**config.mk**
```make
export PLATFORM = sky130hd
export DESIGN_NAME = p2rgba_conv
export DESIGN_NICKNAME = d
export VERILOG_FILES = /design/src/rtl/p2rgba_pkg.sv /design/src/rtl/p2rgba_conv.sv
export SDC_FILE = /design/constraint.sdc
export NUM_CORES = 1
export LEC_CHECK = 0
export BUFFER_PORTS_ARGS = -buffer_cell sky130_fd_sc_hd__buf_2
export CAP_MARGIN = 20
export CORE_MARGIN = 4
export CORE_UTILIZATION = 59
export CTS_BUF_LIST = sky130_fd_sc_hd__clkbuf_4
export CTS_CLUSTER_SIZE = 10
export DETAILED_ROUTE_END_ITERATION = 8
export PLACE_DENSITY_LB_ADDON = 0.25
export SYNTH_ARGS = -nofsm -noshare
export SYNTH_HDL_FRONTEND = slang
export SYNTH_SLANG_ARGS = --single-unit
export TNS_END_PERCENT = 5
```
**constraint.sdc**
```tcl
create_clock -name clk -period 3.4 [get_ports clk]
set_input_delay 0.17 -clock clk [delete_from_list [all_inputs] [get_ports clk]]
set_output_delay 0.17 -clock clk [all_outputs]
set_load 0.01 [all_outputs]
```
**src/rtl/p2rgba_pkg.sv**
```systemverilog
// p2rgba_pkg: shared types, constants and channel functions for the rgba converter
// no dependencies; used by every module under rtl except p2rgba_ram
`timescale 1ns / 1ps

package p2rgba_pkg;

    localparam int P2RGBA_PALETTE_ENTRIES = 256;

    localparam logic [31:0] RED_MASK_RESET   = 32'h00FF_0000;
    localparam logic [31:0] GREEN_MASK_RESET = 32'h0000_FF00;
    localparam logic [31:0] BLUE_MASK_RESET  = 32'h0000_00FF;

    localparam logic [7:0] ALPHA_OPAQUE = 8'hFF;

    // register indexes, byte address 4*index
    localparam logic [1:0] REG_RED_MASK     = 2'd0;
    localparam logic [1:0] REG_GREEN_MASK   = 2'd1;
    localparam logic [1:0] REG_BLUE_MASK    = 2'd2;
    localparam logic [1:0] REG_PALETTE_MODE = 2'd3;

    // input word kinds carried on s_axis_tuser
    localparam logic CMD_CONVERT       = 1'b0;
    localparam logic CMD_PALETTE_WRITE = 1'b1;

    // decoded channel mask: lowest run position and width
    typedef struct packed {
        logic [31:0] mask;
        logic        ok;
        logic [4:0]  pos;
        logic [3:0]  width;
    } chan_dec_t;

    typedef struct packed {
        logic      palette_mode;
        chan_dec_t red;
        chan_dec_t green;
        chan_dec_t blue;
    } cfg_t;

    // conversion word held between input register and result register
    typedef struct packed {
        logic [31:0] pixel;
        logic        index_oor;
    } pix_item_t;

    function automatic chan_dec_t lowest_run_decode(input logic [31:0] mask);
        chan_dec_t  d;
        logic [31:0] sh;
        logic       run;
        logic [3:0] n;
        d.mask = mask;
        d.pos  = '0;
        for (int i = 31; i >= 0; i--)
        begin
            if (mask[i])
            begin
                d.pos = 5'(i);
            end
        end
        sh  = mask >> d.pos;
        n   = '0;
        run = 1'b1;
        for (int i = 0; i < 8; i++)
        begin
            if (run && sh[i])
            begin
                n = n + 4'd1;
            end
            else
            begin
                run = 1'b0;
            end
        end
        d.width = n;
        // supported widths are 2 to 8
        d.ok = (mask != '0) && sh[1] && !(&sh[8:0]);
        return d;
    endfunction

    // bit replication on the whole 8-bit field
    function automatic logic [7:0] widen(input logic [7:0] v, input logic [3:0] w);
        logic [15:0] t;
        logic [7:0]  r;
        t = {8'h00, v};
        unique case (w)
            4'd8:    r = v;
            4'd7:    r = 8'((t << 1) | (t >> 6));
            4'd6:    r = 8'((t << 2) | (t >> 4));
            4'd5:    r = 8'((t << 3) | (t >> 2));
            4'd4:    r = 8'((t << 4) | t);
            4'd3:    r = 8'((t << 5) | (t << 2) | (t >> 1));
            default: r = 8'((t << 6) | (t << 4) | (t << 2) | t);
        endcase
        return r;
    endfunction

    function automatic logic [7:0] chan_extract(input logic [31:0] pixel,
                                                input chan_dec_t d);
        logic [31:0] field;
        field = (pixel & d.mask) >> d.pos;
        return widen(field[7:0], d.width);
    endfunction

endpackage

```
**src/rtl/p2rgba_conv.sv**
```systemverilog
// p2rgba_conv: channel extraction or palette pick, and the result register
// depends on p2rgba_pkg; palette data arrives from the registered ram read
`timescale 1ns / 1ps

module p2rgba_conv (
    input  logic                    clk,
    input  logic                    rst_n,
    input  p2rgba_pkg::cfg_t        cfg,
    input  logic                    item_valid,
    input  p2rgba_pkg::pix_item_t   item,
    input  logic [23:0]             pal_data,
    output logic                    item_ready,
    output logic                    out_valid,
    output logic [31:0]             out_word,
    output logic                    out_error,
    input  logic                    out_ready
);

    logic        out_valid_reg;
    logic        out_valid_next;
    logic [31:0] word_reg;
    logic        error_reg;
    logic [31:0] word_next;
    logic        error_next;
    logic        load;
    logic [7:0]  r;
    logic [7:0]  g;
    logic [7:0]  b;

    assign item_ready = !out_valid_reg || out_ready;
    assign load       = item_valid && item_ready;

    assign r = p2rgba_pkg::chan_extract(item.pixel, cfg.red);
    assign g = p2rgba_pkg::chan_extract(item.pixel, cfg.green);
    assign b = p2rgba_pkg::chan_extract(item.pixel, cfg.blue);

    always_comb
    begin
        if (cfg.palette_mode)
        begin
            error_next = item.index_oor;
            word_next  = {p2rgba_pkg::ALPHA_OPAQUE, pal_data};
        end
        else
        begin
            error_next = !(cfg.red.ok && cfg.green.ok && cfg.blue.ok);
            word_next  = {p2rgba_pkg::ALPHA_OPAQUE, b, g, r};
        end
        if (error_next)
        begin
            word_next = '0;
        end
    end

    always_comb
    begin
        if (load)
        begin
            out_valid_next = 1'b1;
        end
        else if (out_ready)
        begin
            out_valid_next = 1'b0;
        end
        else
        begin
            out_valid_next = out_valid_reg;
        end
    end

    always_ff @(posedge clk or negedge rst_n)
    begin
        if (!rst_n)
        begin
            out_valid_reg <= 1'b0;
        end
        else
        begin
            out_valid_reg <= out_valid_next;
        end
    end

    always_ff @(posedge clk)
    begin
        if (load)
        begin
            word_reg  <= word_next;
            error_reg <= error_next;
        end
    end

    assign out_valid = out_valid_reg;
    assign out_word  = word_reg;
    assign out_error = error_reg;

endmodule

```
---- After elaboration in Yosys (flattened, before gate mapping) ----
Cells that the tools add are included.
word-level totals
  output and inout port bits .............. 35
  flip-flop bits (word level) ............. 34
  logic and storage cells ................. 68
  input bits .............................. 188
operators by class
  muxes and demuxes ....................... 7
  shifts and indexed selects .............. 3
  reductions and logical operators ........ 7
  equal/unequal tests ..................... 18
  bitwise logic cells ..................... 30
operators with widths
  cell                                                 count
  one-hot mux 8 bit (6 select lines)                   3
  OR 8 bit                                             15
  bitwise AND 32 bit                                   3
  right shift 32 x 5 -> 8 bit                          3
  equality test 4 x 3 -> 1 bit, second input constant  12
  2-to-1 mux 24 bit                                    1
  OR 8 x 2 -> 8 bit                                    3
  OR 8 x 4 -> 8 bit                                    3
  OR 8 x 6 -> 8 bit                                    3
  OR 8 x 7 -> 8 bit                                    3
  equality test 4 x 2 -> 1 bit, second input constant  3
  equality test 4 bit, second input constant           3
  logical AND 1 bit                                    3
  2-to-1 mux 1 bit                                     3
  logical NOT 1 bit                                    2
  nonzero test 2 bit                                   1
  logical OR 1 bit                                     1

---- Longest topological paths before layout ----
Gate-level depths: netlist of run 1.
  depth after elaboration ................. 7
  mapped depth ............................ 12
  depth with buffers taken out ............ 8

---- Least setup slack after synthesis of run 1 ----
No wires, ideal clock.
  kind .................................... input-to-reg
  start ................................... input item[12] (netlist name)
  end ..................................... register word_reg[10], in the netlist out_word[10], data pin
  stages on the path ...................... 9
  path slack .............................. 1,059 ps
  setup time .............................. 268 ps
  buffers on the path ..................... 1
  required time ........................... 3,132 ps
  arrival ................................. 2,073 ps
  cell sequence ........................... buf_6 and2_2 mux4_1 a32oi_2 nand3_2 nor3_4 nand2_2 a2111oi_2 a21oi_1
between the ends
  word-level cells in the longest chain between the ends .. 6
  elaborated cells on any way between the ends .. 12
  those cells by class .................... shift (1); mux (2); bitwise (9)
ends and longest elaborated chain
  item                                                  line                                RTL
  start: declaration                                    p2rgba_conv.sv:10                   input p2rgba_pkg::pix_item_t item,
  bitwise AND 32 bit (*)                                p2rgba_pkg.sv:100                   field = (pixel & d.mask) >> d.pos;
  right shift 32 x 5 -> 8 bit (*)                       p2rgba_pkg.sv:100
  OR 8 bit, on equally long branches                    p2rgba_pkg.sv:92, p2rgba_pkg.sv:91
  OR 8 bit / OR 8 x 7 -> 8 bit (equally long branches)  p2rgba_pkg.sv:92, p2rgba_pkg.sv:91
  one-hot mux 8 bit (6 select lines) (*)                p2rgba_pkg.sv:85                    unique case (w)
  2-to-1 mux 24 bit (*)                                 p2rgba_conv.sv:39                   if (cfg.palette_mode)
  end signal: assignment                                p2rgba_conv.sv:87                   word_reg <= word_next;
  end: declaration                                      p2rgba_conv.sv:21                   logic [31:0] word_reg;
Every way passes the cells marked *; elsewhere a longest branch is shown, timed or not.
A chain may end at the register's enable or synchronous reset.

---- Final worst setup path of run 1 ----
  start ................................... input cfg[46] (netlist name)
  end ..................................... register word_reg[13], in the netlist out_word[13], data pin
between the ends
  word-level cells in the longest chain between the ends .. 6
  elaborated cells on any way between the ends .. 12
  those cells by class .................... shift (1); mux (2); bitwise (9)
ends and longest elaborated chain
  item                                    line               RTL
  start: declaration                      p2rgba_conv.sv:8   input p2rgba_pkg::cfg_t cfg,
  right shift 32 x 5 -> 8 bit (*)         p2rgba_pkg.sv:100
  OR 8 bit (3 in series)                  p2rgba_pkg.sv:92   default: r = 8'((t << 6) | (t << 4) | (t << 2) | t);
  one-hot mux 8 bit (6 select lines) (*)  p2rgba_pkg.sv:85
  2-to-1 mux 24 bit (*)                   p2rgba_conv.sv:39
Marks and branches as above.

==> results of run 1 <==
## what timing repair did
item,in CTS,in global routing
resized for setup,0,0
setup buffers,0,0
endpoints found under the hold margin,1,0
hold buffers,1,0
setup endpoints to repair,0,0
## layer usage
metal / vias up / track usage (%) / part of all wire, %
met2: 759 / 57.2 / 45
met4: 0 / 15.4 / 4.3
li1: 4245 / - / -
met5: - / 0 / 0
met1: 4306 / 48.4 / 38
met3: 99 / 5.59 / 13
## power by group through the flow
stage | Clock (mW) | Combinational, mW | Sequential (mW)
CTS | 0.136 | 1.09 | 0.400
global route | 0.150 | 1.21 | 0.401
finish | 0.132 | 1.13 | 0.399
floorplan | 0 | 0.728 | 0.420
global placement | 0 | 1.08 | 0.407
detailed placement | 0 | 1.09 | 0.407
## kinds of logic (layout without fill, tap and decap cells)
family / after synthesis / count (layout) / share of synthesized area, %
flip-flops: 27 / 27 / 10.7
multiplexers: 70 / 70 / 18.4
buffers and inverters: 115 / 266 / 8.74
AND/OR/NAND/NOR: 477 / 477 / 34.4
AO/OA/AOI/OAI: 308 / 308 / 27.8
## cell usage after synthesis, types with 16 or more instances
cell type / count
nand4b_1: 36
o21ai_0: 62
nand4_1: 33
nor3_1: 20
mux4_2: 45
a21oi_1: 48
o211ai_1: 26
inv_1: 17
and2_1: 33
nand3_1: 55
buf_2: 32
edfxtp_1: 26
buf_4: 16
clkbuf_1: 33
a31oi_1: 28
o22ai_1: 34
nand2_1: 141
nor2_1: 70
## worst paths after layout
path                       cells past startpoint  slack (ns)                    endpoint
max                                            9        0.66  out_word[13]$_SDFFCE_PP0P_
min reg2reg                                    2        0.55       out_valid$_DFFE_PN0P_
min                                            2        0.03       out_valid$_DFFE_PN0P_
min in group asynchronous                      2        0.12       out_valid$_DFFE_PN0P_
max in group asynchronous                      2        3.20       out_valid$_DFFE_PN0P_
max reg2reg                                    3        2.06   out_word[9]$_SDFFCE_PP0P_
## final cells by class
type,count,area (µm²),share of cell area (%)
Multi-Input combinational cell,855,6070,71.6
Clock buffer,3,22.5,0.266
Inverter,20,75.1,0.886
Timing Repair Buffer,242,1280,15.1
Sequential cell,27,806,9.51
Tap cell,172,215,2.54
Clock inverter,1,5.00,0.0590
## stage by stage
stage,std cells,power (mW),utilization (%)
3_5_place_dp,1314,1.49,66.9
3_3_place_gp,1314,1.49,66.9
5_1_grt,1320,1.76,67.4
6_report,1320,1.66,67.4
4_1_cts,1319,1.63,67.2
2_1_floorplan,997,1.15,-
## critical path, cell delays in order
cell,delay [ns]
buf_2,0.52
nand2b_1,0.36
o221ai_1,0.19
o311ai_0,0.41
nand3_1,0.18
nand2_1,0.25
o32ai_2,0.12
a2111oi_2,0.43
a31oi_1,0.17
==> impl_metrics.csv, run 1 <==
group,metric,value,unit
critical_path,worstSetupPathType,"in -> reg",
critical_path,arrival,2.81,ns
cells_and_area,final_common_cell,"buf_2",
die,die_w,121,µm
critical_path,cp_max_fo,33,
synthesis,synth_top_area_share,13.5,%
cells_and_area,syn2layout_area_growth,12.5,%
power,power.density,196,mW/mm²
clock_tree,cts_tree,"yes",
sta,fin_tns_setup,0,ns
cells_and_area,drive_gt1_share,29.0,%
synthesis,syn_area_per_cell,7.56,µm²
synthesis,netlist_top_cells_area,"mux4_2 (13%), edfxtp_1 (10%), nand2_1 (7.0%)",
die,coreArea,0.0126,mm²
global_route,first_global_vias,8321,
sta,rsz0062_at_grt,"false",
min_path,hold_class,"in -> reg",
route,first_pass_iters,8,
global_route,track_usage,35.9,%
sta,setup_ws,0.663,ns
synthesis,yosysWarnings,0,
power,p_switching,776,µW
power,p_int,885,µW
power,p_comb_share,68.0,%
die,io_pins,223,
global_route,antenna_found_initial,0,
sta,relSlewSlack,45.8,%
synthesis,ys_types,88,
sta,period_minus_slack,2.74,ns
synthesis,synth_edf_count,26,
cells_and_area,fillers,1117,
sta,hold_violations,0,
sta,setup_viol,0,
power,pwr-share-clk,8.0,%
clock_tree,clk_latency,0.32,ns
power,pwr-share-seq,24.0,%
clock_tree,cts_sinks,27,
power,switching_share,46.7,%
die,initial_core_util,59.9,%
die,dieArea,0.0146,mm²
cells_and_area,finalInstanceArea,0.00848,mm²
cells_and_area,mostFrequentLayoutCells,"buf_2 (222), nand2_1 (141), nor2_1 (70)",
placement,dpl.hpwl,22400,µm
critical_path,crit_required,3.47,ns
sta,tightest_slew,0.809,ns
clock_tree,htreeDepth,1,
route,vias_per_cell,7.13,
clock_tree,cts-root-buf,"clkbuf_4",
cells_and_area,largest_reg_flops,25,
global_route,grt.overflow.total,0,
critical_path,critPathCaptureType,"flip-flop",
placement,port_buffers,222,
synthesis,syn_area,0.00753,mm²
clock_tree,clkSlewWorstSetupHoldPaths,0.13,ns
route,drc,0,
synthesis,synth_fp_nets,1185,
critical_path,start_kind,"input port",
outcome,status,"completed",
synthesis,syn_inst,997,
power,p_leak,3.18,nW
route,vias,9409,
sta,slew_violations,0,
route,routedWlPerCell,21.2,µm
placement,placed_area,0.00841,mm²
sta,timing.hold.ws,0.0330,ns
synthesis,ys_seq_area_share,10.7,%
power,peakVddDrop,0.000124,V
sta,fin_crit_sh,80.5,%
placement,dp_slack,0.379,ns
global_route,grt_pass1_wl,42600,µm
cells_and_area,n_antenna_cell,0,
critical_path,r2r_start,"out_valid$_DFFE_PN0P_",
synthesis,synth_ff_type,"edfxtp_1",
global_route,grt_max_degree,47,
die,rows,41,
synthesis,synth_top_area_cell,"mux4_2",
route,drt-initial-drc-count,1092,
die,die_h,121,µm
cells_and_area,final_nets,1337,
clock_tree,cts_buffer_depth,2,
synthesis,async_reset_ff_share,3.70,%
route,wl,28000,µm
critical_path,startpoint,"cfg[46]",
min_path,worstHoldStart,"item_valid",
synthesis,ys_seq_elements,27,
route,ant_nets,0,
sta,clock.fmax,365,MHz
clock_tree,cts_buffers,3,
flow_run,cap_viol_max_count,0,
placement,gp_congestion,1.04,
sta,clock-skew-final,0.00277,ns
Note: power is estimated with default switching activity, not from simulation.
==> inputs of run 2 (changes only) <==
- CORE_UTILIZATION: 59 -> 50
- clock period: 3.4 -> 2.5 ns (I/O delays scaled with it)
==> impl_metrics.csv, run 2 (synthesized netlist as in run 1, its figures left out) <==
group,metric,value,unit
power,p_switching,1.13,mW
cells_and_area,drive_gt1_share,35.6,%
critical_path,cp_max_fo,10,
cells_and_area,fillers,1342,
sta,rsz0062_at_grt,"false",
global_route,track_usage,35.1,%
global_route,grt.overflow.total,0,
placement,dpl.hpwl,26100,µm
sta,clock-skew-final,0.00276,ns
cells_and_area,final_common_cell,"buf_2",
die,die_w,131,µm
route,routedWlPerCell,21.6,µm
route,vias_per_cell,6.71,
die,coreArea,0.0146,mm²
power,switching_share,45.3,%
die,dieArea,0.0171,mm²
sta,tightest_slew,0.588,ns
clock_tree,cts_tree,"yes",
sta,period_minus_slack,2.27,ns
sta,hold_violations,0,
power,pwr-share-seq,21.8,%
cells_and_area,seq_area,806,µm²
clock_tree,postCtsSetupBuffers,0,
critical_path,start_kind,"input port",
power,p_comb_share,70.4,%
critical_path,arrival,2.37,ns
route,drt-initial-drc-count,959,
route,first_pass_iters,5,
clock_tree,clkSlewWorstSetupHoldPaths,0.15,ns
power,p_int,1.37,mW
cells_and_area,syn2layout_area_growth,25.6,%
critical_path,rrSetupSlack,1.21,ns
clock_tree,cts-root-buf,"clkbuf_4",
clock_tree,clk_latency,0.34,ns
cells_and_area,mostFrequentLayoutCells,"buf_2 (222), nand2_1 (141), buf_4 (127)",
cells_and_area,largest_reg_flops,25,
sta,setup_ws,0.230,ns
critical_path,rr_worst_depth,3,
global_route,grt_pass1_wl,47300,µm
die,io_pins,223,
min_path,whs_path_depth,3,
clock_tree,cts_sinks,27,
global_route,met3_usage,4.55,%
cells_and_area,final_nets,1454,
global_route,grt_use_met2,56.4,%
power,pwr-share-clk,7.8,%
route,ant_nets,0,
sta,clock.fmax,440,MHz
route,vias,9737,
global_route,use_met1,47.6,%
placement,dp_slack,-0.131,ns
flow_run,cap_viol_max_count,0,
clock_tree,cts_buffer_depth,2,
power,p_leak,3.76,nW
die,rows,44,
sta,slew_violations,0,
power,power.density,264,mW/mm²
power,peakVddDrop,0.000148,V
global_route,grt_max_degree,58,
min_path,hold_class,"in -> reg",
die,initial_core_util,51.4,%
power,fin_total_pwr,2.49,mW
die,die_h,131,µm
global_route,antenna_found_initial,1,
route,drc,0,
cells_and_area,multiInputGateArea,0.00607,mm²
outcome,status,"completed",
critical_path,crit_required,2.60,ns
critical_path,worstSetupPathType,"in -> reg",
global_route,gr-max-usage-layer,"met2",
route,wl,31300,µm
sta,timing.hold.ws,0.0708,ns
placement,port_buffers,222,
clock_tree,cts_buffers,3,
critical_path,critPathCaptureType,"flip-flop",
sta,setup_viol,0,
global_route,first_global_vias,8921,
placement,gp_congestion,1.02,
sta,fin_crit_sh,90.8,%
clock_tree,htreeDepth,1,
sta,relSlewSlack,60.5,%
==> run 2: cell types whose count changed in the layout (fill, tap and decap cells not counted), sizes merged <==
cell         previous run  this run
diode                   0         2
dlygate4sd3             1         2
buf                   241       357
==> run 2: timing repair <==
item,4_1_cts,5_1_grt
hold buffers,2,0
resized for setup,0,0
endpoints found under the setup margin,0,0
endpoints found under the hold margin,2,0
==> run 2: worst max-delay path, cell delays in order <==
cell and delay [ns]:
buf_2 0.17, buf_12 0.16, buf_4 0.15, nand2_1 0.19
nor2_1 0.08, or3_1 0.41, mux2i_1 0.23, o221a_2 0.32
a21oi_2 0.09, a2111oi_2 0.31, a31oi_1 0.12
==> run 2: power by group through the flow <==
stage,combinational (mW),clock [mW],sequential [mW]
after global placement,1.71,0,0.553
after detailed placement,1.71,0,0.554
final,1.76,0.195,0.543
after floorplan,0.990,0,0.571
after CTS,1.72,0.201,0.544
after global routing,1.88,0.212,0.547
==> run 2: layer usage <==
layer	routed length, µm	vias up
li1	-	4488
met2	14300	673
met3	3220	105
met4	1420	0
met5	0	-
met1	12400	4471
==> run 2: final cells by class <==
type	count	area share [%]
Multi-Input combinational cell	855	64.2
Timing Repair Buffer	359	23.7
Sequential cell	27	8.52
Tap cell	184	2.43
Inverter	20	0.793
Clock buffer	3	0.238
Clock inverter	1	0.0529
Antenna cell	2	0.0529
==> run 2: final timing paths <==
kind,from,endpoint
min in group asynchronous,rst_n,out_valid$_DFFE_PN0P_
hold / removal,out_ready,out_valid$_DFFE_PN0P_
setup / recovery,cfg[47],out_word[13]$_SDFFCE_PP0P_
setup reg to reg,out_valid$_DFFE_PN0P_,out_word[20]$_SDFFCE_PP0P_
max in group asynchronous,rst_n,out_valid$_DFFE_PN0P_
hold reg to reg,out_valid$_DFFE_PN0P_,out_valid$_DFFE_PN0P_
==> run 2: through the flow <==
stage | util [%] | instance area [µm²] | TNS (ns) | instances
CTS | 64.6 | 9460 | 0 | 1449
detailed placement | 64.3 | 9410 | -0.605 | 1443
global placement | 64.3 | 9410 | -0.422 | 1443
global route | 64.6 | 9460 | 0 | 1450
floorplan | - | 7530 | 0 | 997
finish | 64.6 | 9460 | 0 | 1451
