### config.mk
export PLATFORM = sky130hd
export DESIGN_NAME = p2rgba_cfg
export DESIGN_NICKNAME = d
export VERILOG_FILES = /design/src/rtl/p2rgba_pkg.sv /design/src/rtl/p2rgba_cfg.sv
export SDC_FILE = /design/constraint.sdc
export NUM_CORES = 1
export LEC_CHECK = 0
export BUFFER_PORTS_ARGS = -buffer_cell sky130_fd_sc_hd__clkbuf_2
export CAP_MARGIN = 25
export CORE_ASPECT_RATIO = 1.5
export CORE_MARGIN = 2
export CORE_UTILIZATION = 49
export DETAILED_ROUTE_END_ITERATION = 7
export PLACE_DENSITY = 0.82
export SLEW_MARGIN = 30
export SYNTH_ARGS = -nofsm -noshare
export SYNTH_HDL_FRONTEND = slang
export SYNTH_SLANG_ARGS = --single-unit
### constraint.sdc
create_clock -name clk -period 1.8 [get_ports clk]
set_input_delay 0.36 -clock clk [delete_from_list [all_inputs] [get_ports clk]]
set_output_delay 0.36 -clock clk [all_outputs]
set_load 0.01 [all_outputs]
### src/rtl/p2rgba_pkg.sv
// p2rgba_pkg: shared types, constants and channel functions for the rgba converter
// no dependencies; used by every module under rtl except p2rgba_ram
`timescale 1ns / 1ps

package p2rgba_pkg;

    localparam int P2RGBA_PALETTE_ENTRIES = 256;

    localparam logic [31:0] RED_MASK_RESET   = 32'h00FF_0000;
    localparam logic [31:0] GREEN_MASK_RESET = 32'h0000_FF00;
    localparam logic [31:0] BLUE_MASK_RESET  = 32'h0000_00FF;

    localparam logic [7:0] ALPHA_OPAQUE = 8'hFF;

    // register indexes, byte address 4*index
    localparam logic [1:0] REG_RED_MASK     = 2'd0;
    localparam logic [1:0] REG_GREEN_MASK   = 2'd1;
    localparam logic [1:0] REG_BLUE_MASK    = 2'd2;
    localparam logic [1:0] REG_PALETTE_MODE = 2'd3;

    // input word kinds carried on s_axis_tuser
    localparam logic CMD_CONVERT       = 1'b0;
    localparam logic CMD_PALETTE_WRITE = 1'b1;

    // decoded channel mask: lowest run position and width
    typedef struct packed {
        logic [31:0] mask;
        logic        ok;
        logic [4:0]  pos;
        logic [3:0]  width;
    } chan_dec_t;

    typedef struct packed {
        logic      palette_mode;
        chan_dec_t red;
        chan_dec_t green;
        chan_dec_t blue;
    } cfg_t;

    // conversion word held between input register and result register
    typedef struct packed {
        logic [31:0] pixel;
        logic        index_oor;
    } pix_item_t;

    function automatic chan_dec_t lowest_run_decode(input logic [31:0] mask);
        chan_dec_t  d;
        logic [31:0] sh;
        logic       run;
        logic [3:0] n;
        d.mask = mask;
        d.pos  = '0;
        for (int i = 31; i >= 0; i--)
        begin
            if (mask[i])
            begin
                d.pos = 5'(i);
            end
        end
        sh  = mask >> d.pos;
        n   = '0;
        run = 1'b1;
        for (int i = 0; i < 8; i++)
        begin
            if (run && sh[i])
            begin
                n = n + 4'd1;
            end
            else
            begin
                run = 1'b0;
            end
        end
        d.width = n;
        // supported widths are 2 to 8
        d.ok = (mask != '0) && sh[1] && !(&sh[8:0]);
        return d;
    endfunction

    // bit replication on the whole 8-bit field
    function automatic logic [7:0] widen(input logic [7:0] v, input logic [3:0] w);
        logic [15:0] t;
        logic [7:0]  r;
        t = {8'h00, v};
        unique case (w)
            4'd8:    r = v;
            4'd7:    r = 8'((t << 1) | (t >> 6));
            4'd6:    r = 8'((t << 2) | (t >> 4));
            4'd5:    r = 8'((t << 3) | (t >> 2));
            4'd4:    r = 8'((t << 4) | t);
            4'd3:    r = 8'((t << 5) | (t << 2) | (t >> 1));
            default: r = 8'((t << 6) | (t << 4) | (t << 2) | t);
        endcase
        return r;
    endfunction

    function automatic logic [7:0] chan_extract(input logic [31:0] pixel,
                                                input chan_dec_t d);
        logic [31:0] field;
        field = (pixel & d.mask) >> d.pos;
        return widen(field[7:0], d.width);
    endfunction

endpackage

### src/rtl/p2rgba_cfg.sv
// p2rgba_cfg: apb register file for channel masks and palette mode
// depends on p2rgba_pkg; masks are decoded as they are written
`timescale 1ns / 1ps

module p2rgba_cfg (
    input  logic               clk,
    input  logic               rst_n,
    input  logic               psel,
    input  logic               penable,
    input  logic               pwrite,
    input  logic [3:0]         paddr,
    input  logic [31:0]        pwdata,
    output logic [31:0]        prdata,
    output logic               pready,
    output p2rgba_pkg::cfg_t   cfg
);

    p2rgba_pkg::cfg_t      cfg_reg;
    p2rgba_pkg::cfg_t      cfg_next;
    p2rgba_pkg::chan_dec_t wdec;
    logic                  wr_en;
    logic [1:0]            reg_idx;

    assign pready  = 1'b1;
    assign reg_idx = paddr[3:2];
    assign wr_en   = psel && penable && pwrite;
    assign wdec    = p2rgba_pkg::lowest_run_decode(pwdata);

    always_comb
    begin
        cfg_next = cfg_reg;
        if (wr_en)
        begin
            unique case (reg_idx)
                p2rgba_pkg::REG_RED_MASK:     cfg_next.red          = wdec;
                p2rgba_pkg::REG_GREEN_MASK:   cfg_next.green        = wdec;
                p2rgba_pkg::REG_BLUE_MASK:    cfg_next.blue         = wdec;
                p2rgba_pkg::REG_PALETTE_MODE: cfg_next.palette_mode = pwdata[0];
            endcase
        end
    end

    always_ff @(posedge clk or negedge rst_n)
    begin
        if (!rst_n)
        begin
            cfg_reg.palette_mode <= 1'b0;
            cfg_reg.red   <= p2rgba_pkg::lowest_run_decode(p2rgba_pkg::RED_MASK_RESET);
            cfg_reg.green <= p2rgba_pkg::lowest_run_decode(p2rgba_pkg::GREEN_MASK_RESET);
            cfg_reg.blue  <= p2rgba_pkg::lowest_run_decode(p2rgba_pkg::BLUE_MASK_RESET);
        end
        else
        begin
            cfg_reg <= cfg_next;
        end
    end

    always_comb
    begin
        unique case (reg_idx)
            p2rgba_pkg::REG_RED_MASK:     prdata = cfg_reg.red.mask;
            p2rgba_pkg::REG_GREEN_MASK:   prdata = cfg_reg.green.mask;
            p2rgba_pkg::REG_BLUE_MASK:    prdata = cfg_reg.blue.mask;
            p2rgba_pkg::REG_PALETTE_MODE: prdata = {31'b0, cfg_reg.palette_mode};
        endcase
    end

    assign cfg = cfg_reg;

endmodule

* After elaboration in Yosys (flattened, before gate mapping)
Index checks and enable logic that the tools add are counted.
** Storage, ports and cells
- Register bits :: 127
- Output and inout port bits :: 160
- Input bits :: 41
- Logic and storage cells :: 91
** Operators by class
- Reduce and logical (&&, ||, !) cells :: 19
- Shift-type cells :: 1
- Mux-type cells :: 48
- Eq/ne operators :: 3
- $add $sub $neg :: 7
** Operators with widths (number)
- $mux W5 :: 32
- $pmux W32 S4 :: 1
- $reduce_bool A32 Y1 :: 1
- $shr A32 B5 Y9 :: 1
- $add A4 B1 Y4 const B :: 7
- $mux W4 :: 7
- $logic_and A1 B1 Y1 :: 11
- $reduce_and A9 Y1 :: 1
- $mux W1 :: 8
- $reduce_and A2 Y1 :: 4
- $eq A2 B2 Y1 const B :: 2
- $eq A2 B1 Y1 const B :: 1
- $logic_not A2 Y1 :: 1
- $logic_not A1 Y1 :: 1

* Depth between registers and ports, before layout
Gate-level depths: netlist of the first run.
- Depth in word-level cells :: 48
- Depth in mapped cells :: 28
- Depth with buffers taken out :: 25

* Worst setup path after synthesis of the first run
OpenSTA, ideal clock, no wires.
- Kind :: input port to flip-flop
- Start point :: input pwdata[16]
- End point :: register cfg_reg, in the netlist cfg[2]
- Stages :: 27
- Setup time :: 0.128 ns
- Required time :: 1.672 ns
- Setup slack :: -3.434 ns
- Arrival time :: 5.106 ns
- Cell sequence :: buf_2 -> or3_1 -> a221o_1 -> a21oi_1 -> o211ai_2 -> buf_6 -> nand3_1 -> o211a_1 -> nor2_1 -> o311a_1 -> nor3_1 -> inv_1 -> a21boi_0 -> ha_1 -> inv_1 -> a21oi_1 -> ha_1 -> inv_1 -> mux2i_1 -> mux2_2 -> a21oi_1 -> ha_1 -> nand3b_1 -> mux2i_1 -> mux2i_1 -> xnor2_1 -> o21ai_1
** On the way
- Longest elaborated chain between the ends :: 33
** RTL lines
- start: declaration :: line p2rgba_cfg.sv:12 : input logic [31:0] pwdata,
- $mux W5 (17 in a row) :: line p2rgba_pkg.sv:55 : if (mask[i])
- $shr A32 B5 Y9 * :: line p2rgba_pkg.sv:60 : sh = mask >> d.pos;
- $mux W1 :: line p2rgba_pkg.sv:65 : if (run && sh[i])
- $add A4 B1 Y4 or $logic_and A1 B1 Y1 (tied branches) :: line p2rgba_pkg.sv:67, p2rgba_pkg.sv:65
- $mux W4 or $mux W1 (tied branches) :: line p2rgba_pkg.sv:65
- $add A4 B1 Y4 or $logic_and A1 B1 Y1 (tied branches) :: line p2rgba_pkg.sv:67, p2rgba_pkg.sv:65
- $mux W4 or $mux W1 (tied branches) :: line p2rgba_pkg.sv:65
- $add A4 B1 Y4 or $logic_and A1 B1 Y1 (tied branches) :: line p2rgba_pkg.sv:67, p2rgba_pkg.sv:65
- $mux W4 or $mux W1 (tied branches) :: line p2rgba_pkg.sv:65
- $add A4 B1 Y4 or $logic_and A1 B1 Y1 (tied branches) :: line p2rgba_pkg.sv:67, p2rgba_pkg.sv:65
- $mux W4 or $mux W1 (tied branches) :: line p2rgba_pkg.sv:65
- $add A4 B1 Y4 or $logic_and A1 B1 Y1 (tied branches) :: line p2rgba_pkg.sv:67, p2rgba_pkg.sv:65
- $mux W4 or $mux W1 (tied branches) :: line p2rgba_pkg.sv:65
- $add A4 B1 Y4 or $logic_and A1 B1 Y1 (tied branches) :: line p2rgba_pkg.sv:67, p2rgba_pkg.sv:65
- $mux W4 or $mux W1 (tied branches) :: line p2rgba_pkg.sv:65
- $add A4 B1 Y4 or $logic_and A1 B1 Y1 (tied branches) :: line p2rgba_pkg.sv:67, p2rgba_pkg.sv:65
- $mux W4 * :: line p2rgba_pkg.sv:65
- end signal: assignment :: line p2rgba_cfg.sv:54 : cfg_reg <= cfg_next;
- end: declaration :: line p2rgba_cfg.sv:18 : p2rgba_pkg::cfg_t cfg_reg;
Mark *: on every way between the ends. The rest lies on a longest branch, timed or not.
A chain may end at the register's enable or synchronous reset.

* Worst setup path after layout of the first run
- Start point :: input pwdata[18]
- End point :: register cfg_reg, in the netlist cfg[86]
** On the way
- Longest elaborated chain between the ends :: 35
** RTL lines (line)
- $mux W5 (19 in a row) :: p2rgba_pkg.sv:55
- $shr A32 B5 Y9 * :: p2rgba_pkg.sv:60
- $mux W1 :: p2rgba_pkg.sv:65
- $add A4 B1 Y4 or $logic_and A1 B1 Y1 (tied branches) :: p2rgba_pkg.sv:67, p2rgba_pkg.sv:65
- $mux W4 or $mux W1 (tied branches) :: p2rgba_pkg.sv:65
- $add A4 B1 Y4 or $logic_and A1 B1 Y1 (tied branches) :: p2rgba_pkg.sv:67, p2rgba_pkg.sv:65
- $mux W4 or $mux W1 (tied branches) :: p2rgba_pkg.sv:65
- $add A4 B1 Y4 or $logic_and A1 B1 Y1 (tied branches) :: p2rgba_pkg.sv:67, p2rgba_pkg.sv:65
- $mux W4 or $mux W1 (tied branches) :: p2rgba_pkg.sv:65
- $add A4 B1 Y4 or $logic_and A1 B1 Y1 (tied branches) :: p2rgba_pkg.sv:67, p2rgba_pkg.sv:65
- $mux W4 or $mux W1 (tied branches) :: p2rgba_pkg.sv:65
- $add A4 B1 Y4 or $logic_and A1 B1 Y1 (tied branches) :: p2rgba_pkg.sv:67, p2rgba_pkg.sv:65
- $mux W4 or $mux W1 (tied branches) :: p2rgba_pkg.sv:65
- $add A4 B1 Y4 or $logic_and A1 B1 Y1 (tied branches) :: p2rgba_pkg.sv:67, p2rgba_pkg.sv:65
- $mux W4 or $mux W1 (tied branches) :: p2rgba_pkg.sv:65
- $add A4 B1 Y4 or $logic_and A1 B1 Y1 (tied branches) :: p2rgba_pkg.sv:67, p2rgba_pkg.sv:65
- $mux W4 * :: p2rgba_pkg.sv:65
Marked as above.

==> metrics.md, run 1 <==
| Metric | Value |
|---|---|
| Core area | `15600 um^2` |
| Cell taking the most area after synthesis | `dfrtp_1` |
| Synth top area share | `30.7%` |
| CTS max path bufs | `2` |
| Clk pwr share | `32.7%` |
| Yosys cell types | `between 70 and 80` |
| Final antenna-violating net count | `0` |
| Setup violations, final | `15` |
| Residual DRC | `0` |
| Syn Area/Cell | `8.11 um^2` |
| RSZ-0062 raised after global routing | `yes` |
| Detail Placement HPWL | `24.3 mm` |
| Slowest cell on crit path | `or4_4` |
| TritonCTS clock tree | `done` |
| Worst Path Max Fanout | `8` |
| Failing checks | `setup timing` |
| Max Fclk | `approximately 200 MHz` |
| Clock Skews | `0 ns` |
| Synth area leaders | `dfrtp_1 (31%), nand2_1 (17%), dfstp_2 (11%), mux2i_1 (6.7%), o21ai_0 (4.5%)` |
| Arrival time at the worst endpoint | `5.25 ns` |
| Min-Delay Path Class | `in -> reg` |
| Setup WS post-layout | `-3.16 ns` |
| Total wire length | `roughly 33 mm` |
| Root buf cell | `clkbuf_16` |
| TritonRoute pass-1 iters | `6` |
| # rows | `56` |
| Endpoints failing hold | `0` |
| Sequential power share | `35.9%` |
| Setup_tns | `-36.15 ns` |
| Total power | `11.1 mW` |
| Sink Count | `127` |
| DP Cell Count | `1505` |
| CP Cell Sequence | `clkbuf_2 > or3_1 > a221o_1 > a21oi_4 > o211ai_4 > buf_6 > a221oi_2 > nor4_1 > a211o_1 > or4_4 > o311a_4 > and2_4 > nor2b_4 > or2_1 > ha_1 > mux2i_1 > mux2_4 > a21oi_4 > ha_4 > nand3b_1 > mux2i_1 > mux2i_1 > xnor2_2 > o21ai_1` |
| Multiplexer share of the synthesized area | `9.62%` |
| Post-synthesis sequential area ratio | `between 40% and 50%` |
| Critical path's top delay family | `compound AO/OA/AOI/OAI gates` |
| Simple-Gate Fraction of Synth Area | `between 20% and 30%` |
| Sw power | `about 3.8 mW` |
| Proportion of layout cells with a drive suffix above 1 | `between 40% and 50%` |
| Mapped Nets | `between 1k and 1.5k` |
| Worst Tran Pin Value | `0.584 ns` |
| First-pass GRT wire length | `49.9 mm` |
| Vias in the first global route | `~9.1k` |
| Worst Setup End Kind | `flip-flop` |
| Via-to-Cell Ratio | `between 5 and 6` |
| Syn Inst Count | `956` |
| Most frequent cell after synthesis | `nand2_1` |
| Final cell count without fillers | `1559` |
| Die area | `16900 um^2` |
| Adder-cell share of the synthesized area | `less than 1%` |
| Pint | `7.30 mW` |
| Die Height | `about 160 um` |
| IO Port Bufs | `197` |
| Clock-pin slew on the worst setup and hold paths | `0.06 ns` |
| Post-Synth XOR/XNOR Area | `0.452%` |
| Critical path class | `in -> reg` |
| CP dominant cell by count | `mux2i_1` |
| Bufs and invs on worst path | `2` |
| Gr usage total | `38.8%` |
| Synth warnings | `0` |
| Total clock buffers created by CTS | `17` |
| Syn-to-layout area delta | `53.1%` |
| Largest family of logic cells by synthesized area | `simple AND/OR/NAND/NOR gates` |
| Layout net count | `~1.4k` |
| Io pins | `201` |
| CP Launch Type | `input port` |
| Sw Share | `34.0%` |
| Status | `complete, but fails checks` |
| Asr flop ratio synth | `100%` |
| Antenna violations before repair | `1` |
| Max-cap violations | `0` |
| Cell area after synthesis | `7750 um^2` |
| GRT overflow | `0` |
| Largest net degree at the start of global routing | `52` |
| Rel. slew slack | `61.0%` |
| Commonest cells post-synth | `nand2_1 (355), dfrtp_1 (95), o21ai_0 (69), clkbuf_1 (55), mux2i_1 (52)` |
| Combinational fraction of design power | `31.4%` |
| Synth Area in Compound Gates | `15.8%` |
| Worst vdd ir | `~600 uV` |
| GPL Wtd Cong | `between 1 and 1.5` |
| Peak per-stage delay on the critical path | `0.45 ns` |
| Post-route clock period utilization | `276%` |
| Post-synth EDFFs | `0` |
| Leakage power | `5.98 nW` |
| Vias | `approximately 9.3k` |
| DIE WIDTH | `about 110 um` |
| WL/cell | `21.4 um` |
| Max Slew Vio Count | `0` |
| DRT iter0 DRCs | `734` |
| Yosys reg bits | `around 130` |
| Clk Latency, worst-skew pair | `0.41 ns` |
| Max reg flops | `127` |
| Ys flop type | `dfrtp_1` |
| H-tree Lvls | `4` |
| PwrDens | `932 nW/um^2` |
| Tmin final | `just under 5 ns` |
| Initial Utilization | `49.8%` |
| Req. time, crit path | `2.09 ns` |
-- worst min-delay path: stages --
cell and delay, ns:
clkbuf_2 0.09, buf_4 0.16, nand2_1 0.06, nand2_1 0.04
-- final cells by class --
| cell class | instances | area [um^2] |
|---|---|---|
| Multi-Input combinational cell | 738 | 4650 |
| Timing Repair Buffer | 446 | 3080 |
| Clock buffer | 20 | 457 |
| Fill cell | 1112 | 3690 |
| Clock inverter | 12 | 159 |
| Inverter | 11 | 41.3 |
| Tap cell | 203 | 254 |
| Sequential cell | 127 | 3220 |
| Antenna cell | 2 | 5.00 |
-- per-layer routing --
metal	global-route usage, %	part of all wire [%]
met2	67.1	50
met3	4.49	7.1
met1	46.5	37
met4	22.6	6.2
met5	0	0
-- metrics by stage --
stage          cell area [um^2]  utilization (%)  hold slack [ns]  setup slack, ns
6_report                  11900             76.3            0.303            -3.16
5_1_grt                   11900             76.3            0.311            -3.40
4_1_cts                   11500             74.0            0.295            -3.02
3_5_place_dp              10600             68.3            0.296            -3.68
3_3_place_gp              10600             68.3            0.301            -3.58
2_1_floorplan              7910                -           0.0644            -3.25
-- kinds of logic (layout without fill, tap and decap cells) --
logic type / Yosys count / in the layout
AO/OA/AOI/OAI: 181 / 181
adder cells (fa/ha/maj): 4 / 4
multiplexers: 67 / 67
other: 1 / 3
buffers and inverters: 91 / 489
XOR/XNOR: 4 / 4
flip-flops: 127 / 127
AND/OR/NAND/NOR: 481 / 481
-- path summary, 6_finish.rpt --
check	startpoint	endpoint	slack (ns)	depth (start not counted)
min in group asynchronous	rst_n	cfg[39]$_DFFE_PN0P_	0.41	2
worst max-delay path	pwdata[18]	cfg[86]$_DFFE_PN0P_	-3.16	24
worst min-delay path	pwdata[1]	cfg[11]$_DFFE_PN1P_	0.30	4
worst min register to register	cfg[9]$_DFFE_PN1P_	cfg[9]$_DFFE_PN1P_	0.47	2
max in group asynchronous	rst_n	cfg[12]$_DFFE_PN1P_	0.71	3
worst max register to register	cfg[126]$_DFFE_PN0P_	cfg[126]$_DFFE_PN0P_	0.59	4
-- power by group through the flow --
stage	Combinational, mW	Clock [mW]	Sequential [mW]
6_report	3.48	3.62	3.97
3_5_place_dp	3.12	0	3.97
4_1_cts	3.27	3.61	3.95
5_1_grt	3.74	3.75	4.02
2_1_floorplan	1.30	0	4.14
3_3_place_gp	3.03	0	3.96
-- cell usage in the layout (no fill, tap or decap), types with 6 or more instances in the layout --
master     instances
clkbuf_16         17
or4_4              6
buf_4            230
nor3_1             7
nand3_1           11
nand2_1          354
buf_6              7
a221oi_2           8
clkbuf_2         190
or3_1              6
o21ai_0           54
dfrtp_1           95
nor2_1            28
nand2b_1           6
dfstp_2           32
a21oi_1           12
o21ai_1           22
buf_12            13
nor2b_1            6
inv_1              8
mux2i_1           49
o211ai_1           7
-- what timing repair did --
action / 4_1_cts / 5_1_grt
endpoints found under the hold margin: 16 / 0
gates resized for setup: 38 / 62
gates cloned: 0 / 0
pin swaps: 10 / 19
hold buffers: 1 / 0
setup buffers: 10 / 12
setup endpoints to repair: 22 / 34
(Power assumes the default switching activity.)
==> run 2: changes to the inputs <==
--- a/config.mk
+++ b/config.mk
@@ -12,6 +12,7 @@
 export CORE_UTILIZATION = 49
 export DETAILED_ROUTE_END_ITERATION = 7
 export PLACE_DENSITY = 0.82
+export RECOVER_POWER = 50
 export SLEW_MARGIN = 30
 export SYNTH_ARGS = -nofsm -noshare
 export SYNTH_HDL_FRONTEND = slang
==> metrics.md, run 2 (synthesis results as in run 1) <==
| Metric | Value |
|---|---|
| PwrDens | `around 940 nW/um^2` |
| Worst Setup End Kind | `flip-flop` |
| Final antenna-violating net count | `0` |
| R2R Path Start | `cfg[126]$_DFFE_PN0P_` |
| Hold wc startpoint | `pwdata[1]` |
| DIE WIDTH | `107 um` |
| Max reg flops | `127` |
| R2R setup slack | `between 0.5 and 0.6 ns` |
| Antenna violations before repair | `1` |
| # rows | `56` |
| Setup violations, final | `48` |
| Clock Skews | `0 ns` |
| Area after DPL | `10600 um^2` |
| RSZ-0062 raised after global routing | `yes` |
| WL/cell | `around 21 um` |
| Initial Utilization | `49.8%` |
| Most frequent cells in the layout | `nand2_1 (354), buf_4 (221), clkbuf_2 (188)` |
| Worst Path Max Fanout | `8` |
| Worst Tran Pin Value | `1.14 ns` |
| Root buf cell | `clkbuf_16` |
| Vias in the first global route | `9069` |
| Arrival time at the worst endpoint | `5.26 ns` |
| Max Fclk | `201 MHz` |
| Layout net count | `1386` |
| GPL Wtd Cong | `1.04` |
| H-tree Lvls | `4` |
| Via-to-Cell Ratio | `5.95` |
| Gr usage total | `approximately two fifths` |
| Clock-pin slew on the worst setup and hold paths | `0.06 ns` |
| Most common cell after layout, fill and taps aside | `nand2_1` |
| Die Height | `158 um` |
| TritonRoute pass-1 iters | `6` |
| Critical path class | `in -> reg` |
| Util after Layout | `75.7%` |
| Sink Count | `about 130` |
| Endpoints failing hold | `0` |
| Setup_tns | `-39.17 ns` |
| Setup WS post-layout | `-3.16 ns` |
| Io pins | `201` |
| Detail Placement HPWL | `about 24 mm` |
| Min-Delay Path Class | `in -> reg` |
| CP Launch Type | `input port` |
| Largest net degree at the start of global routing | `52` |
| Post-route clock period utilization | `276%` |
| Worst vdd ir | `616 uV` |
| GRT overflow | `0` |
| Syn-to-layout area delta | `51.9%` |
| Hold EP | `cfg[11]$_DFFE_PN1P_` |
| Status | `complete, but fails checks` |
| Proportion of layout cells with a drive suffix above 1 | `44.9%` |
| Residual DRC | `0` |
| Failing checks | `setup timing` |
| RR Endpoint | `cfg[126]$_DFFE_PN0P_` |
| Total wire length | `33.4 mm` |
| Max-cap violations | `0` |
| Clk Latency, worst-skew pair | `0.41 ns` |
| Tmin final | `4.96 ns` |
| Hold Path Cell Cnt | `4` |
| IO Port Bufs | `197` |
| CTS max path bufs | `2` |
| TritonCTS clock tree | `done` |
| First-pass GRT wire length | `49.9 mm` |
| Leakage power | `5.91 nW` |
| Max Slew Vio Count | `0` |
| Final design instance area without fill | `11800 um^2` |
| Req. time, crit path | `around 2.1 ns` |
| Rel. slew slack | `24.2%` |
| R2R cell count | `4` |
| Die area | `16900 um^2` |
| Core area | `15600 um^2` |
| DRT iter0 DRCs | `roughly 750` |
| Total clock buffers created by CTS | `17` |
| Vias | `9275` |
run 2: power by group:
group / leakage (nW) / internal [mW] / switching, mW
Sequential: 1.55 / 3.49 / 0.484
Clock: 0.285 / 2.26 / 1.36
Combinational: 4.08 / 1.53 / 1.93
run 2: critical path, cell delays in order:
cell	delay [ns]
clkbuf_2	0.10
or3_1	0.38
a221o_1	0.31
a21oi_4	0.22
o211ai_4	0.19
buf_6	0.19
a221oi_2	0.22
nor4_1	0.08
a211o_1	0.28
or4_4	0.45
o311a_4	0.14
and2_4	0.14
nor2b_4	0.12
or2_1	0.24
ha_1	0.30
mux2i_1	0.20
mux2_4	0.21
a21oi_4	0.05
ha_4	0.14
nand3b_1	0.10
mux2i_1	0.25
mux2i_1	0.30
xnor2_2	0.17
o21ai_1	0.09
run 2: cell type report:
cell class	count	area, um^2
Tap cell	203	254
Multi-Input combinational cell	738	4640
Fill cell	1136	3780
Sequential cell	127	3220
Inverter	11	41.3
Clock inverter	12	159
Antenna cell	2	5.00
Clock buffer	20	457
Timing Repair Buffer	446	2990
run 2: how the worst max path moves through the flow:
stage          slack (ns)                  end  startpoint  depth (start not counted)
2_1_floorplan       -3.25   cfg[2]$_DFFE_PN0P_  pwdata[31]                         23
3_3_place_gp        -3.58  cfg[86]$_DFFE_PN0P_  pwdata[20]                         25
3_5_place_dp        -3.68   cfg[2]$_DFFE_PN0P_  pwdata[20]                         27
4_1_cts             -3.02  cfg[86]$_DFFE_PN0P_  pwdata[18]                         24
5_1_grt             -3.40   cfg[2]$_DFFE_PN0P_  pwdata[18]                         25
6_report            -3.16  cfg[86]$_DFFE_PN0P_  pwdata[18]                         24
run 2: stage by stage:
step                setup WS, ns  cells  power [mW]  hold slack, ns
floorplan                  -3.25    956        5.44          0.0644
global placement           -3.58   1505        6.99           0.301
detailed placement         -3.68   1505        7.10           0.296
CTS                        -3.02   1548        10.8           0.295
global route               -3.40   1558        11.5           0.311
finish                     -3.16   1559        11.0           0.303
run 2: repair_timing:
action,in CTS,in global routing
resized for setup,38,62
pin swaps,10,19
setup buffers,10,12
endpoints found under the setup margin,22,34
endpoints found under the hold margin,16,0
hold buffers,1,0
run 2: routing by layer:
metal	up-vias	GRT usage (%)	wire (um)	share of wire (%)
li1	4053	-	-	-
met1	4518	46.5	12300	37
met2	547	67.1	16700	50
met3	157	4.49	2200	6.6
met4	0	22.6	2210	6.6
met5	-	0	0	0
